**src/rtl/core/ascii_position_velocity_estimator_macros.svh**
```systemverilog
// Assertion macros shared by the position and velocity estimator RTL.
// Stand-alone header; the including file supplies clock and reset names.
`ifndef ASCII_POSITION_VELOCITY_ESTIMATOR_MACROS_SVH
`define ASCII_POSITION_VELOCITY_ESTIMATOR_MACROS_SVH

// Property that must hold in the same cycle.
`define APVE_ASSERT_NOW(lbl, ck, rn, prop, msg) \
  lbl: assert property (@(posedge ck) disable iff (!rn) (prop)) else $error(msg);

// Property whose consequence is checked in the next cycle.
`define APVE_ASSERT_NEXT(lbl, ck, rn, ante, cons, msg) \
  lbl: assert property (@(posedge ck) disable iff (!rn) (ante) |=> (cons)) else $error(msg);

`endif

```
**src/rtl/core/apve_pkg.sv**
```systemverilog
// Package of the ASCII position and velocity estimator: payload types,
// pipeline stage numbering, register map and fixed-point constants. No dependencies.
package apve_pkg;

  localparam int CHAR_W = 8;
  localparam logic [CHAR_W-1:0] TAG_X = 8'd88;

  localparam int POS_SAMPLE_W   = 19;
  localparam int POS_OFFSET     = 53328;
  localparam int POS_SAMPLE_MAX = 283305;
  localparam int DIG_WEIGHT_TENS   = 1000;
  localparam int DIG_WEIGHT_ONES   = 100;
  localparam int DIG_WEIGHT_TENTHS = 10;

  localparam int AVG_W    = 27;
  localparam int AVG_FRAC = 8;
  localparam int AVG_BIAS = 13651968;
  localparam int VEL_W    = 32;

  localparam int SCALE_W = 16;
  localparam logic [SCALE_W-1:0] SCALE_RESET = 16'd12800;

  localparam int POSITION_TAPS_DEF = 8;
  localparam int VELOCITY_TAPS_DEF = 8;

  localparam int APB_DATA_W = 32;
  localparam int CFG_ADDR_W = 3;
  localparam int CFG_IDX_BIT = 2;
  localparam logic REG_SCALE = 1'b0;

  // Pipeline stage numbering, shared by the control and the lanes.
  localparam int ST_SAMPLE  = 0;
  localparam int ST_PSUM    = 1;
  localparam int ST_PDIV    = 2;
  localparam int ST_DIFF    = 5;
  localparam int ST_VMUL    = 6;
  localparam int ST_VSUM    = 7;
  localparam int ST_VDIV    = 8;
  localparam int ST_OUT     = 11;
  localparam int NUM_STAGES = 12;
  localparam int CMUL_STAGES = 3;
  localparam int AVG_DLY    = ST_OUT - ST_VMUL;

  typedef struct packed {
    logic [CHAR_W-1:0] frame_tag;
    logic [CHAR_W-1:0] x_tens_char;
    logic [CHAR_W-1:0] x_ones_char;
    logic [CHAR_W-1:0] x_tenths_char;
    logic [CHAR_W-1:0] x_hundredths_char;
    logic [CHAR_W-1:0] y_tens_char;
    logic [CHAR_W-1:0] y_ones_char;
    logic [CHAR_W-1:0] y_tenths_char;
    logic [CHAR_W-1:0] y_hundredths_char;
  } in_item_t;

  typedef struct packed {
    logic signed [AVG_W-1:0] x_position_avg;
    logic signed [AVG_W-1:0] y_position_avg;
    logic signed [VEL_W-1:0] x_velocity_avg;
    logic signed [VEL_W-1:0] y_velocity_avg;
  } out_item_t;

  typedef struct packed {
    logic [NUM_STAGES-1:0] load;
  } pipe_ctrl_t;

endpackage

```
**src/rtl/core/apve_cmul.sv**
```systemverilog
// Three-stage pipelined multiplier of an unsigned operand by a constant,
// built from four partial products. No dependencies.
module apve_cmul #(
  parameter int          AW   = 24,
  parameter int          MW   = 24,
  parameter logic [63:0] MVAL = 64'd1
) (
  input  logic                  clk,
  input  logic [2:0]            en,
  input  logic [AW-1:0]         a,
  output logic [AW+MW-1:0]      p
);

  localparam int AL = (AW + 1) / 2;
  localparam int AH = AW - AL;
  localparam int ML = (MW + 1) / 2;
  localparam int MH = MW - ML;
  localparam logic [ML-1:0] M_LO = MVAL[ML-1:0];
  localparam logic [MH-1:0] M_HI = MVAL[MW-1:ML];

  logic [AL+ML-1:0] pp0_r;
  logic [AL+MH-1:0] pp1_r;
  logic [AH+ML-1:0] pp2_r;
  logic [AH+MH-1:0] pp3_r;
  logic [AL+MW-1:0] lo_r, lo_nxt;
  logic [AH+MW-1:0] hi_r, hi_nxt;
  logic [AW+MW-1:0] p_r, p_nxt;

  always_comb begin
    lo_nxt = (AL+MW)'(pp0_r) + ((AL+MW)'(pp1_r) << ML);
    hi_nxt = (AH+MW)'(pp2_r) + ((AH+MW)'(pp3_r) << ML);
    p_nxt  = (AW+MW)'(lo_r) + ((AW+MW)'(hi_r) << AL);
  end

  always_ff @(posedge clk) begin
    if (en[0]) begin
      pp0_r <= a[AL-1:0] * M_LO;
      pp1_r <= a[AL-1:0] * M_HI;
      pp2_r <= a[AW-1:AL] * M_LO;
      pp3_r <= a[AW-1:AL] * M_HI;
    end
    if (en[1]) begin
      lo_r <= lo_nxt;
      hi_r <= hi_nxt;
    end
    if (en[2]) begin
      p_r <= p_nxt;
    end
  end

  assign p = p_r;

endmodule

```
**src/rtl/core/apve_lane.sv**
```systemverilog
// One axis lane: digit decode, position window, averaging, velocity and its window.
// Depends on apve_pkg and apve_cmul.
module apve_lane import apve_pkg::*; #(
  parameter int PT = POSITION_TAPS_DEF,
  parameter int VT = VELOCITY_TAPS_DEF
) (
  input  logic                    clk,
  input  logic                    rst_n,
  input  pipe_ctrl_t              ctrl,
  input  logic [3:0][CHAR_W-1:0]  digits,
  input  logic [SCALE_W-1:0]      scale,
  output logic signed [AVG_W-1:0] pos_avg,
  output logic signed [VEL_W-1:0] vel_avg
);

  localparam int PS_S   = $clog2(PT);
  localparam int PSUM_W = $clog2(PT * POS_SAMPLE_MAX + 1);
  localparam int PK     = PSUM_W + AVG_FRAC + PS_S;
  localparam logic [63:0] PM = ((64'd1 << PK) + 64'(PT) - 64'd1) / 64'(PT);
  localparam int PMW    = PK - PS_S + 1;
  localparam logic [PSUM_W-1:0] PSUM_RST = PSUM_W'(PT * POS_OFFSET);

  localparam int VS_S   = $clog2(VT);
  localparam int VSUM_W = VEL_W + VS_S;
  localparam int VK     = VSUM_W + VS_S;
  localparam logic [63:0] VM = ((64'd1 << VK) + 64'(VT) - 64'd1) / 64'(VT);
  localparam int VMW    = VSUM_W + 1;
  localparam logic [VSUM_W-1:0] VSUM_RST = VSUM_W'(64'(VT) << (VEL_W - 1));
  localparam logic [VEL_W-1:0]  VSAMP_ZERO = {1'b1, {(VEL_W-1){1'b0}}};

  localparam int DIFF_W  = AVG_W + 1;
  localparam int VPROD_W = DIFF_W + SCALE_W + 1;
  localparam int RAW_W   = VPROD_W - AVG_FRAC;

  logic [POS_SAMPLE_W-1:0] s_r, s_nxt;
  logic [POS_SAMPLE_W-1:0] pwin_r [PT];
  logic [PSUM_W-1:0]       psum_r, psum_nxt;
  logic [PSUM_W+PMW-1:0]   pprod;
  logic [AVG_W-1:0]        q_pos;
  logic signed [AVG_W-1:0] avg_nxt;
  logic signed [AVG_W-1:0] prev_r;
  logic signed [DIFF_W-1:0] diff_r, diff_nxt;
  logic signed [VPROD_W-1:0] vprod_r, vprod_nxt;
  logic signed [RAW_W-1:0] raw;
  logic [VEL_W-1:0]        sat;
  logic [VEL_W-1:0]        vsamp;
  logic [VEL_W-1:0]        vwin_r [VT];
  logic [VSUM_W-1:0]       vsum_r, vsum_nxt;
  logic [VSUM_W+VMW-1:0]   vprod2;
  logic [VEL_W-1:0]        vq;
  logic signed [AVG_W-1:0] avg_d_r [AVG_DLY];

  always_comb begin
    s_nxt = POS_SAMPLE_W'(digits[3]) * POS_SAMPLE_W'(DIG_WEIGHT_TENS)
          + POS_SAMPLE_W'(digits[2]) * POS_SAMPLE_W'(DIG_WEIGHT_ONES)
          + POS_SAMPLE_W'(digits[1]) * POS_SAMPLE_W'(DIG_WEIGHT_TENTHS)
          + POS_SAMPLE_W'(digits[0]);
    psum_nxt = psum_r + PSUM_W'(s_r) - PSUM_W'(pwin_r[PT-1]);
    q_pos    = pprod[PK-AVG_FRAC +: AVG_W];
    avg_nxt  = $signed(q_pos - AVG_W'(AVG_BIAS));
    diff_nxt = $signed({avg_nxt[AVG_W-1], avg_nxt}) - $signed({prev_r[AVG_W-1], prev_r});
    vprod_nxt = diff_r * $signed({1'b0, scale});
    raw = vprod_r[VPROD_W-1:AVG_FRAC];
    if ((&raw[RAW_W-1:VEL_W-1]) || !(|raw[RAW_W-1:VEL_W-1])) begin
      sat = raw[VEL_W-1:0];
    end else if (raw[RAW_W-1]) begin
      sat = {1'b1, {(VEL_W-1){1'b0}}};
    end else begin
      sat = {1'b0, {(VEL_W-1){1'b1}}};
    end
    vsamp    = {~sat[VEL_W-1], sat[VEL_W-2:0]};
    vsum_nxt = vsum_r + VSUM_W'(vsamp) - VSUM_W'(vwin_r[VT-1]);
    vq       = vprod2[VK +: VEL_W];
  end

  always_ff @(posedge clk) begin
    if (!rst_n) begin
      for (int i = 0; i < PT; i++) begin
        pwin_r[i] <= POS_SAMPLE_W'(POS_OFFSET);
      end
      for (int i = 0; i < VT; i++) begin
        vwin_r[i] <= VSAMP_ZERO;
      end
      psum_r <= PSUM_RST;
      vsum_r <= VSUM_RST;
      prev_r <= '0;
    end else begin
      if (ctrl.load[ST_PSUM]) begin
        pwin_r[0] <= s_r;
        for (int i = 1; i < PT; i++) begin
          pwin_r[i] <= pwin_r[i-1];
        end
        psum_r <= psum_nxt;
      end
      if (ctrl.load[ST_DIFF]) begin
        prev_r <= avg_nxt;
      end
      if (ctrl.load[ST_VSUM]) begin
        vwin_r[0] <= vsamp;
        for (int i = 1; i < VT; i++) begin
          vwin_r[i] <= vwin_r[i-1];
        end
        vsum_r <= vsum_nxt;
      end
    end
  end

  always_ff @(posedge clk) begin
    if (ctrl.load[ST_SAMPLE]) begin
      s_r <= s_nxt;
    end
    if (ctrl.load[ST_DIFF]) begin
      diff_r <= diff_nxt;
    end
    if (ctrl.load[ST_VMUL]) begin
      vprod_r    <= vprod_nxt;
      avg_d_r[0] <= prev_r;
    end
    for (int i = 1; i < AVG_DLY; i++) begin
      if (ctrl.load[ST_VMUL+i]) begin
        avg_d_r[i] <= avg_d_r[i-1];
      end
    end
  end

  apve_cmul #(
    .AW   (PSUM_W),
    .MW   (PMW),
    .MVAL (PM)
  ) u_pos_div (
    .clk (clk),
    .en  (ctrl.load[ST_PDIV +: CMUL_STAGES]),
    .a   (psum_r),
    .p   (pprod)
  );

  apve_cmul #(
    .AW   (VSUM_W),
    .MW   (VMW),
    .MVAL (VM)
  ) u_vel_div (
    .clk (clk),
    .en  (ctrl.load[ST_VDIV +: CMUL_STAGES]),
    .a   (vsum_r),
    .p   (vprod2)
  );

  assign pos_avg = avg_d_r[AVG_DLY-1];
  assign vel_avg = $signed({~vq[VEL_W-1], vq[VEL_W-2:0]});

endmodule

```
**src/rtl/core/apve_ctrl.sv**
```systemverilog
// Pipeline control: per-stage valid bits, bubble-collapsing stall logic and load enables.
// Depends on apve_pkg and the assertion macro header.
`include "ascii_position_velocity_estimator_macros.svh"

module apve_ctrl import apve_pkg::*; (
  input  logic       clk,
  input  logic       rst_n,
  input  logic       in_valid,
  input  logic       tag_ok,
  output logic       in_ready,
  input  logic       out_ready,
  output logic       out_valid,
  output pipe_ctrl_t ctrl
);

  logic [NUM_STAGES-1:0] v_r, v_nxt;
  logic [NUM_STAGES:0]   stage_rdy;
  logic [NUM_STAGES-1:0] vin;

  always_comb begin
    stage_rdy[NUM_STAGES] = out_ready;
    for (int i = NUM_STAGES - 1; i >= 0; i--) begin
      stage_rdy[i] = !v_r[i] || stage_rdy[i+1];
    end
    vin = {v_r[NUM_STAGES-2:0], in_valid && tag_ok};
    ctrl.load = stage_rdy[NUM_STAGES-1:0] & vin;
    for (int i = 0; i < NUM_STAGES; i++) begin
      v_nxt[i] = stage_rdy[i] ? vin[i] : v_r[i];
    end
  end

  always_ff @(posedge clk) begin
    if (!rst_n) begin
      v_r <= '0;
    end else begin
      v_r <= v_nxt;
    end
  end

  assign in_ready  = stage_rdy[0];
  assign out_valid = v_r[NUM_STAGES-1];

  `APVE_ASSERT_NEXT(a_count_up, clk, rst_n, in_valid && in_ready && tag_ok && !(out_valid && out_ready), $countones(v_r) == $past($countones(v_r)) + 1, "Accepted frame not held in the pipeline.")
  `APVE_ASSERT_NEXT(a_count_down, clk, rst_n, out_valid && out_ready && !(in_valid && in_ready && tag_ok), $countones(v_r) + 1 == $past($countones(v_r)), "Result transfer did not free a stage.")
  `APVE_ASSERT_NOW(a_full_stall, clk, rst_n, !in_ready |-> ((&v_r) && !out_ready), "Input stalled while the pipeline had room.")

endmodule

```
**src/rtl/core/ascii_position_velocity_estimator.sv**
```systemverilog
// Top level of the ASCII position and velocity estimator: APB register, two axis lanes,
// pipeline control and the merging output register. Depends on apve_pkg, apve_ctrl, apve_lane.
//
// Channel  Dir  Handshake             Payload
// in       in   in_valid / in_ready   in_data (in_item_t)
// out      out  out_valid / out_ready out_data (out_item_t)
// cfg      in   psel/penable/pwrite   paddr, pwdata, prdata, pready
//
// One frame is taken every cycle unless the pipeline is full and the output stalls.
// Results come from the twelve-stage lane pipeline, including two three-stage dividers.
// Frames whose tag is not 'X' are taken and dropped without entering the pipeline.
// Reset is synchronous and clears the windows at once; no clearing pass follows it.
// A stalled output holds only the stages behind it that are full; empty stages still fill.
module ascii_position_velocity_estimator import apve_pkg::*; #(
  parameter int POSITION_TAPS = POSITION_TAPS_DEF,
  parameter int VELOCITY_TAPS = VELOCITY_TAPS_DEF
) (
  input  logic                  clk,
  input  logic                  rst_n,
  input  logic                  in_valid,
  output logic                  in_ready,
  input  in_item_t              in_data,
  output logic                  out_valid,
  input  logic                  out_ready,
  output out_item_t             out_data,
  input  logic                  psel,
  input  logic                  penable,
  input  logic                  pwrite,
  input  logic [CFG_ADDR_W-1:0] paddr,
  input  logic [APB_DATA_W-1:0] pwdata,
  output logic [APB_DATA_W-1:0] prdata,
  output logic                  pready
);

  logic [SCALE_W-1:0] scale_r;
  pipe_ctrl_t         ctrl;
  logic               tag_ok;
  logic signed [AVG_W-1:0] x_pos, y_pos;
  logic signed [VEL_W-1:0] x_vel, y_vel;
  out_item_t          out_r, out_nxt;

  assign pready = 1'b1;
  assign tag_ok = (in_data.frame_tag == TAG_X);

  always_ff @(posedge clk) begin
    if (!rst_n) begin
      scale_r <= SCALE_RESET;
    end else if (psel && penable && pwrite && pready && (paddr[CFG_IDX_BIT] == REG_SCALE)) begin
      scale_r <= pwdata[SCALE_W-1:0];
    end
  end

  always_comb begin
    if (paddr[CFG_IDX_BIT] == REG_SCALE) begin
      prdata = APB_DATA_W'(scale_r);
    end else begin
      prdata = '0;
    end
  end

  apve_ctrl u_ctrl (
    .clk       (clk),
    .rst_n     (rst_n),
    .in_valid  (in_valid),
    .tag_ok    (tag_ok),
    .in_ready  (in_ready),
    .out_ready (out_ready),
    .out_valid (out_valid),
    .ctrl      (ctrl)
  );

  apve_lane #(
    .PT (POSITION_TAPS),
    .VT (VELOCITY_TAPS)
  ) u_lane_x (
    .clk     (clk),
    .rst_n   (rst_n),
    .ctrl    (ctrl),
    .digits  ({in_data.x_tens_char, in_data.x_ones_char,
               in_data.x_tenths_char, in_data.x_hundredths_char}),
    .scale   (scale_r),
    .pos_avg (x_pos),
    .vel_avg (x_vel)
  );

  apve_lane #(
    .PT (POSITION_TAPS),
    .VT (VELOCITY_TAPS)
  ) u_lane_y (
    .clk     (clk),
    .rst_n   (rst_n),
    .ctrl    (ctrl),
    .digits  ({in_data.y_tens_char, in_data.y_ones_char,
               in_data.y_tenths_char, in_data.y_hundredths_char}),
    .scale   (scale_r),
    .pos_avg (y_pos),
    .vel_avg (y_vel)
  );

  always_comb begin
    out_nxt.x_position_avg = x_pos;
    out_nxt.y_position_avg = y_pos;
    out_nxt.x_velocity_avg = x_vel;
    out_nxt.y_velocity_avg = y_vel;
  end

  always_ff @(posedge clk) begin
    if (ctrl.load[ST_OUT]) begin
      out_r <= out_nxt;
    end
  end

  assign out_data = out_r;

endmodule

```
**config.mk**
```make
export PLATFORM = sky130hd
export DESIGN_NAME = ascii_position_velocity_estimator
export DESIGN_NICKNAME = d
export VERILOG_FILES = /design/src/rtl/core/apve_pkg.sv /design/src/rtl/core/apve_cmul.sv /design/src/rtl/core/apve_lane.sv /design/src/rtl/core/apve_ctrl.sv /design/src/rtl/core/ascii_position_velocity_estimator.sv
export VERILOG_INCLUDE_DIRS = /design/src /design/src/rtl/core
export SDC_FILE = /design/constraint.sdc
export NUM_CORES = 2
export LEC_CHECK = 0
export BUFFER_PORTS_ARGS = -buffer_cell sky130_fd_sc_hd__buf_4
export CAP_MARGIN = 20
export CORE_ASPECT_RATIO = 1.75
export CORE_MARGIN = 2
export CORE_UTILIZATION = 28
export CTS_BUF_LIST = sky130_fd_sc_hd__clkbuf_4
export DETAILED_ROUTE_END_ITERATION = 10
export SLEW_MARGIN = 15
export SYNTH_ARGS = -nofsm -noshare
export SYNTH_HDL_FRONTEND = slang
export SYNTH_SLANG_ARGS = --single-unit
```
**constraint.sdc**
```tcl
create_clock -name clk -period 32.4 [get_ports clk]
set_clock_uncertainty 0.15 [all_clocks]
set_input_delay 9.72 -clock clk [delete_from_list [all_inputs] [get_ports clk]]
set_output_delay 9.72 -clock clk [all_outputs]
set_load 0.005 [all_outputs]
```
After elaboration in Yosys (flattened, before gate mapping)
Memories as Yosys holds them, arrays and structs flattened. A register that Yosys moved wholly into a read port is not among the register bits.
Index checks and enable logic that the tools add are counted.

operators by class
  reductions and logical operators = 36
  multiply operators = 8
  mux-type cells = 53
  $add $sub $neg = 22
  bitwise gates (word level) = 38
  equal/unequal tests = 1

operator list
  cell                    count
  $mux 32                 20
  $mux 19                 16
  $add 53x70->70          2
  $add 41x52->52          2
  $mul 28x17->45          2
  $add 35x32->35          2
  $sub 35x32->35          2
  $sub 27x27->28          2
  $sub 27x24->27 const B  2
  $add 22x19->22          2
  $sub 22x19->22          2
  $add 18x15->19          2
  $add 19x12->19          2
  $add 19x8->19           2
  $or 1x1->1              32
  $mul 8x7->15 const B    2
  $mul 8x5->13 const B    2
  $mul 8x3->11 const B    2
  $mux 1                  16
  $mux 16                 1
  $logic_not 1->1         14
  $logic_or 1x1->1        14
  $and 12x12->12          1
  $reduce_and 6->1        2
  other kinds (4)         12

word-level totals
  memories = 6
  flip-flop bits (word level) = 916
  bits in writable memories = 1086
  logic and storage cells = 211

memories
  memory            words  width  read ports  clocked after Yosys merged registers in  wr ports  RTL line         RTL
  u_lane_x.vwin_r   8      32     8           0                                        8         apve_lane.sv:47  logic [VEL_W-1:0] vwin_r [VT];
  u_lane_y.vwin_r   8      32     8           0                                        8         apve_lane.sv:47
  u_lane_x.pwin_r   8      19     8           0                                        8         apve_lane.sv:36  logic [POS_SAMPLE_W-1:0] pwin_r [PT];
  u_lane_y.pwin_r   8      19     8           0                                        8         apve_lane.sv:36
  u_lane_x.avg_d_r  5      27     5           1                                        5         apve_lane.sv:51  logic signed [AVG_W-1:0] avg_d_r [AVG_DLY];
  u_lane_y.avg_d_r  5      27     5           1                                        5         apve_lane.sv:51

Logic depth before layout (Yosys ltp)
  word-level depth = 18
  mapped depth = 26
  depth with buffers taken out = 24

Modules after synthesis
Synthesis repeated with hierarchy kept, for this count alone.

unflattened totals
  cells, all modules = 9430
  area total of the unflattened synthesis = 114715.0 µm²

modules (own cells, without submodules)
  module                              sequential area each (µm²)  area each (µm²)  cells each  times used
  apve_lane (u_lane_y)                20509.7                     49495.0          4371        1
  apve_lane (u_lane_x)                20509.7                     48851.9          4290        1
  apve_cmul (u_lane_x.u_vel_div ...)  3153.0                      3427.0           142         2
  ascii_position_velocity_estimator   3863.7                      4489.3           227         1
  apve_cmul (u_lane_x.u_pos_div ...)  1981.9                      2218.4           98          2
  apve_ctrl                           240.2                       588.1            62          1

Least setup slack after synthesis
Ideal clock, no wire load.

  path kind = input to register
  from = input port out_ready
  to = register u_lane_y.vsum_r[32]
  required time = 31483 ps
  data arrival time = 25856 ps
  stages on the path = 11
  slack = 5628 ps
  cells stage by stage = nor2b_2 -> and2_4 -> and3_1 -> nand2_1 -> nand2_1 -> inv_1 -> clkbuf_1 -> nor2_1 -> inv_1 -> buf_1 -> o32ai_1

between the ends
  word-level cells in the longest chain between the ends = 6

RTL lines
  item                           RTL line                                 RTL
  start, declared                ascii_position_velocity_estimator.sv:24  input logic out_ready,
  $logic_or 1x1->1 (5 in a row)  apve_ctrl.sv:23                          stage_rdy[i] = !v_r[i] || stage_rdy[i+1];
  $and 12x12->12                 apve_ctrl.sv:26                          ctrl.load = stage_rdy[NUM_STAGES-1:0] & vin;
  end signal, assigned           apve_lane.sv:103                         vsum_r <= vsum_nxt;
  end, declared                  apve_lane.sv:48                          logic [VSUM_W-1:0] vsum_r, vsum_nxt;

No other way between the ends.
A chain may end at the register's enable or synchronous reset.

Worst setup path in the final report
  from = input port out_ready
  to = output port in_ready

between the ends
  word-level cells in the longest chain between the ends = 12

RTL lines
  item                            RTL line                                 RTL
  $logic_or 1x1->1 (12 in a row)  apve_ctrl.sv:23
  end, declared                   ascii_position_velocity_estimator.sv:21  output logic in_ready,

No other way between the ends.

==> impl_metrics.csv <==
group,metric,value,unit
place,place.gp.congestion,0.914,
layout,layout_common_cells,"edfxtp_1, inv_1, fa_1",
routing,ant_nets,0,
timing,slew_headroom,28.0,%
floorplan,die_area,384000,um^2
yosys,netlist_area,106000,um^2
grt,track_usage,12.0,%
clocking,clock-root-buffer,"clkbuf_4",
grt,grt_overflow,0,
clocking,cts_tree,"done",
grt,grt_max_degree,187,
worst_hold_path,min_path_type,"reg -> reg",
critical_path,cpPeakStageDelay,0.42,ns
worst_hold_path,hold_depth,0,
yosys,syn-mean-instance-area,12.0,um^2
critical_path,cp_max_fo,6,
timing,timing_hold_violations_final,0,
critical_path,path_cells,"buf_4, nor2b_2, and2_4, and3_1, and3_1, and4_4, and3_2, nand2_1, buf_4",
critical_path,path_depth,9,
critical_path,crit_family,"simple AND/OR/NAND/NOR gates",
yosys,synth.distinct_cells,97,
clocking,cts_buffer_depth,4,
routing,drc_errors,0,
yosys,synth_top_area_share,46.0,%
flow_run,maxCapViolations,0,
layout,area_delta_synth_final,12.2,%
routing,vias,63500,
critical_path,rrSetupSlack,24.09,ns
routing,wl,231000,um
layout,n_fill_cell,38400,
power,irDropWorstVdd,0.0000615,V
critical_path,path_buf_inv,2,
power,p_leak,49.7,nW
floorplan,start_util,28.1,%
grt,antenna_found_initial,15,
yosys,yosys_register_bits,1812,
routing,drtPass1Iterations,7,
power,cellPowerDensity,51.7,nW/um^2
clocking,clkLatencyLatePin,1.34,ns
routing,wl_per_cell,15.9,um
layout,layout-drive-gt1-share,11.0,%
clocking,cts_setup_buffers,0,
critical_path,cp-end-kind,"primary output",
timing,finalSetupViolCount,0,
yosys,synth-edff-count,1626,
power,power_frac_comb,26.1,%
place,dpl.hpwl,168000,um
layout,fin_nets,10800,
clocking,cts_sinks,1812,
critical_path,crit_required,22.53,ns
status,status,"finished, final reports clean",
yosys,synth_async_sr_flop_share,0,%
grt,grt_pass1_wl,362000,um
power,internal_power,4.36,mW
critical_path,rr_worst_depth,23,
timing,maxSlewViolCount,0,
clocking,cts_resized,0,
grt,grt_pass1_vias,66900,
power,p_seq_share,43.2,%
critical_path,crit_path_start_kind,"input port",
clocking,clk_pin_slew,0.06,ns
yosys,yosys_warnings,0,
floorplan,die_w,469,um
yosys,yosys-top-cells-area,"edfxtp_1, fa_1, ha_1",
critical_path,critical-path-slowest-cell,"and3_1",
yosys,synthCells,8849,
clocking,cts_hold_buffers,0,
yosys,synth.largest_area_cell,"edfxtp_1",
timing,fin_crit,22.01,ns
timing,rsz0062_at_grt,"false",
critical_path,critPathKind,"in -> out",
floorplan,rows,299,
yosys,seq_area_frac_synth,49.5,%
floorplan,fp.dieH,818,um
timing,fin_setup_tns,0,ns
power,power_switching,1.80,mW
critical_path,critical_path_arrival,12.14,ns
routing,via_per_inst,4.37,
power,power,6.16,mW
clocking,cts_made_buffers,407,
layout,mostFrequentLayoutCell,"edfxtp_1",
clocking,htree_levels,5,
timing,finalCritPeriodShare,67.9,%
timing,fmax,0.0454,GHz
place,portBuffers,221,
yosys,ys.flop_type,"edfxtp_1",
timing,tightestPinTransition,1.08,ns
floorplan,coreArea,378000,um^2
floorplan,io_pins,267,
power,swShare,29.2,%
power,clkPwrFrac,30.7,%
routing,drt-initial-drc-count,3211,
==> worst paths after layout <==
check                                                           start                                  to
worst max-delay path                                        out_ready                            in_ready
worst max register to register                scale_r[7]$_SDFFE_PN0P_      u_lane_x.vprod_r[44]$_DFFE_PP_
worst min-delay path            u_lane_x.u_vel_div.lo_r[43]$_DFFE_PP_  u_lane_x.u_vel_div.p[43]$_DFFE_PP_
worst min register to register  u_lane_x.u_vel_div.lo_r[43]$_DFFE_PP_  u_lane_x.u_vel_div.p[43]$_DFFE_PP_
==> layer usage <==
| metal | track usage [%] | share of wire (%) | routed length, um |
|---|---|---|---|
| met1 | 12.1 | 36 | 82300 |
| met2 | 22.9 | 54 | 125000 |
| met3 | 1.88 | 4.2 | 9660 |
| met4 | 7.23 | 6.0 | 13800 |
| met5 | 0 | 0.012 | 27 |
==> metrics by stage <==
| step | setup slack, ns | instance area, um^2 | instances | hold slack (ns) | util [%] |
|---|---|---|---|---|---|
| 2_1_floorplan | 5.63 | 106000 | 8874 | 0.250 | - |
| 3_3_place_gp | 10.36 | 113000 | 13800 | 0.250 | 30.0 |
| 3_5_place_dp | 10.35 | 113000 | 13800 | 0.255 | 30.0 |
| 4_1_cts | 10.35 | 119000 | 14500 | 0.174 | 31.5 |
| 5_1_grt | 10.28 | 119000 | 14500 | 0.181 | 31.5 |
| 6_report | 10.39 | 119000 | 14500 | 0.183 | 31.5 |
==> power groups by stage <==
stage | Sequential [mW] | Clock, mW | Combinational (mW)
6_report | 2.66 | 1.89 | 1.61
5_1_grt | 2.66 | 2.07 | 1.85
4_1_cts | 2.66 | 1.98 | 1.63
3_5_place_dp | 2.71 | 0 | 1.62
3_3_place_gp | 2.71 | 0 | 1.61
2_1_floorplan | 2.73 | 0 | 1.28
==> Yosys cell counts, types with 10 or more instances <==
cell and number:
mux2i_1 11, nor2_1 267, buf_4 31, o21bai_1 33, nand2_1 780, o31ai_1 15, xnor2_1 207, a21boi_0 14
buf_2 11, o22ai_1 16, nor3_1 90, or2_2 10, a21o_1 92, ha_1 561, and3_1 475, and2_1 471
inv_1 1565, clkbuf_1 326, nor2b_1 62, nand3_1 63, o211ai_1 20, a21oi_1 377, fa_1 914, xor2_1 79
dfxtp_1 186, o21a_1 36, o21ai_0 119, a31oi_1 17, nand4_1 18, nand2b_1 57, or3_1 81, buf_1 10
edfxtp_1 1626, a211oi_1 42
==> state kept, by name, indices dropped and copies added, names as in the netlist, 19 cells and up <==
signal and count:
u_lane_y.vprod_r 37, u_lane_y.diff_r 23, u_lane_x.vsum_r 35, u_lane_x.vwin_r 256
u_lane_x.psum_r 22, u_lane_x.u_pos_div.p 22, u_lane_y.prev_r 22, u_lane_y.u_pos_div.p 22
u_lane_x.s_r 19, u_lane_x.vprod_r 37, u_lane_y.u_vel_div.p 32, u_lane_y.s_r 19
u_lane_x.prev_r 22, u_lane_x.pwin_r 152, u_lane_y.pwin_r 152, u_lane_y.vsum_r 35
u_lane_y.avg_d_r 110, u_lane_x.u_vel_div.p 32, u_lane_y.vwin_r 256, u_lane_x.diff_r 23
u_lane_x.avg_d_r 110, out_data 108, u_lane_y.psum_r 22
==> logic make-up (layout without fill, tap and decap cells) <==
group / count (synthesis) / after routing / share of synthesized area, %
and+or+nand+nor: 2423 / 2423 / 11.7
other: 2 / 41 / 0.00708
AOI/OAI and AO/OA: 894 / 894 / 5.36
muxes: 12 / 12 / 0.114
xor gates and xnor gates: 286 / 286 / 2.36
buffers and inverters: 1945 / 2611 / 7.01
DFF: 1812 / 1812 / 49.5
adders and majority gates: 1475 / 1475 / 23.9
==> cell type report <==
cell class | instances | area (um^2) | share of cell area, %
clock inverters | 114 | 880 | 0.739
repair buffers | 299 | 2350 | 1.97
multi-input cells | 5117 | 46300 | 38.9
clock buffers | 632 | 4740 | 3.99
inverters | 1566 | 5900 | 4.96
well taps | 4966 | 6210 | 5.22
flip-flops and latches | 1812 | 52600 | 44.2
diodes | 14 | 35.0 | 0.0294
Power figures use the tool's default switching activity.
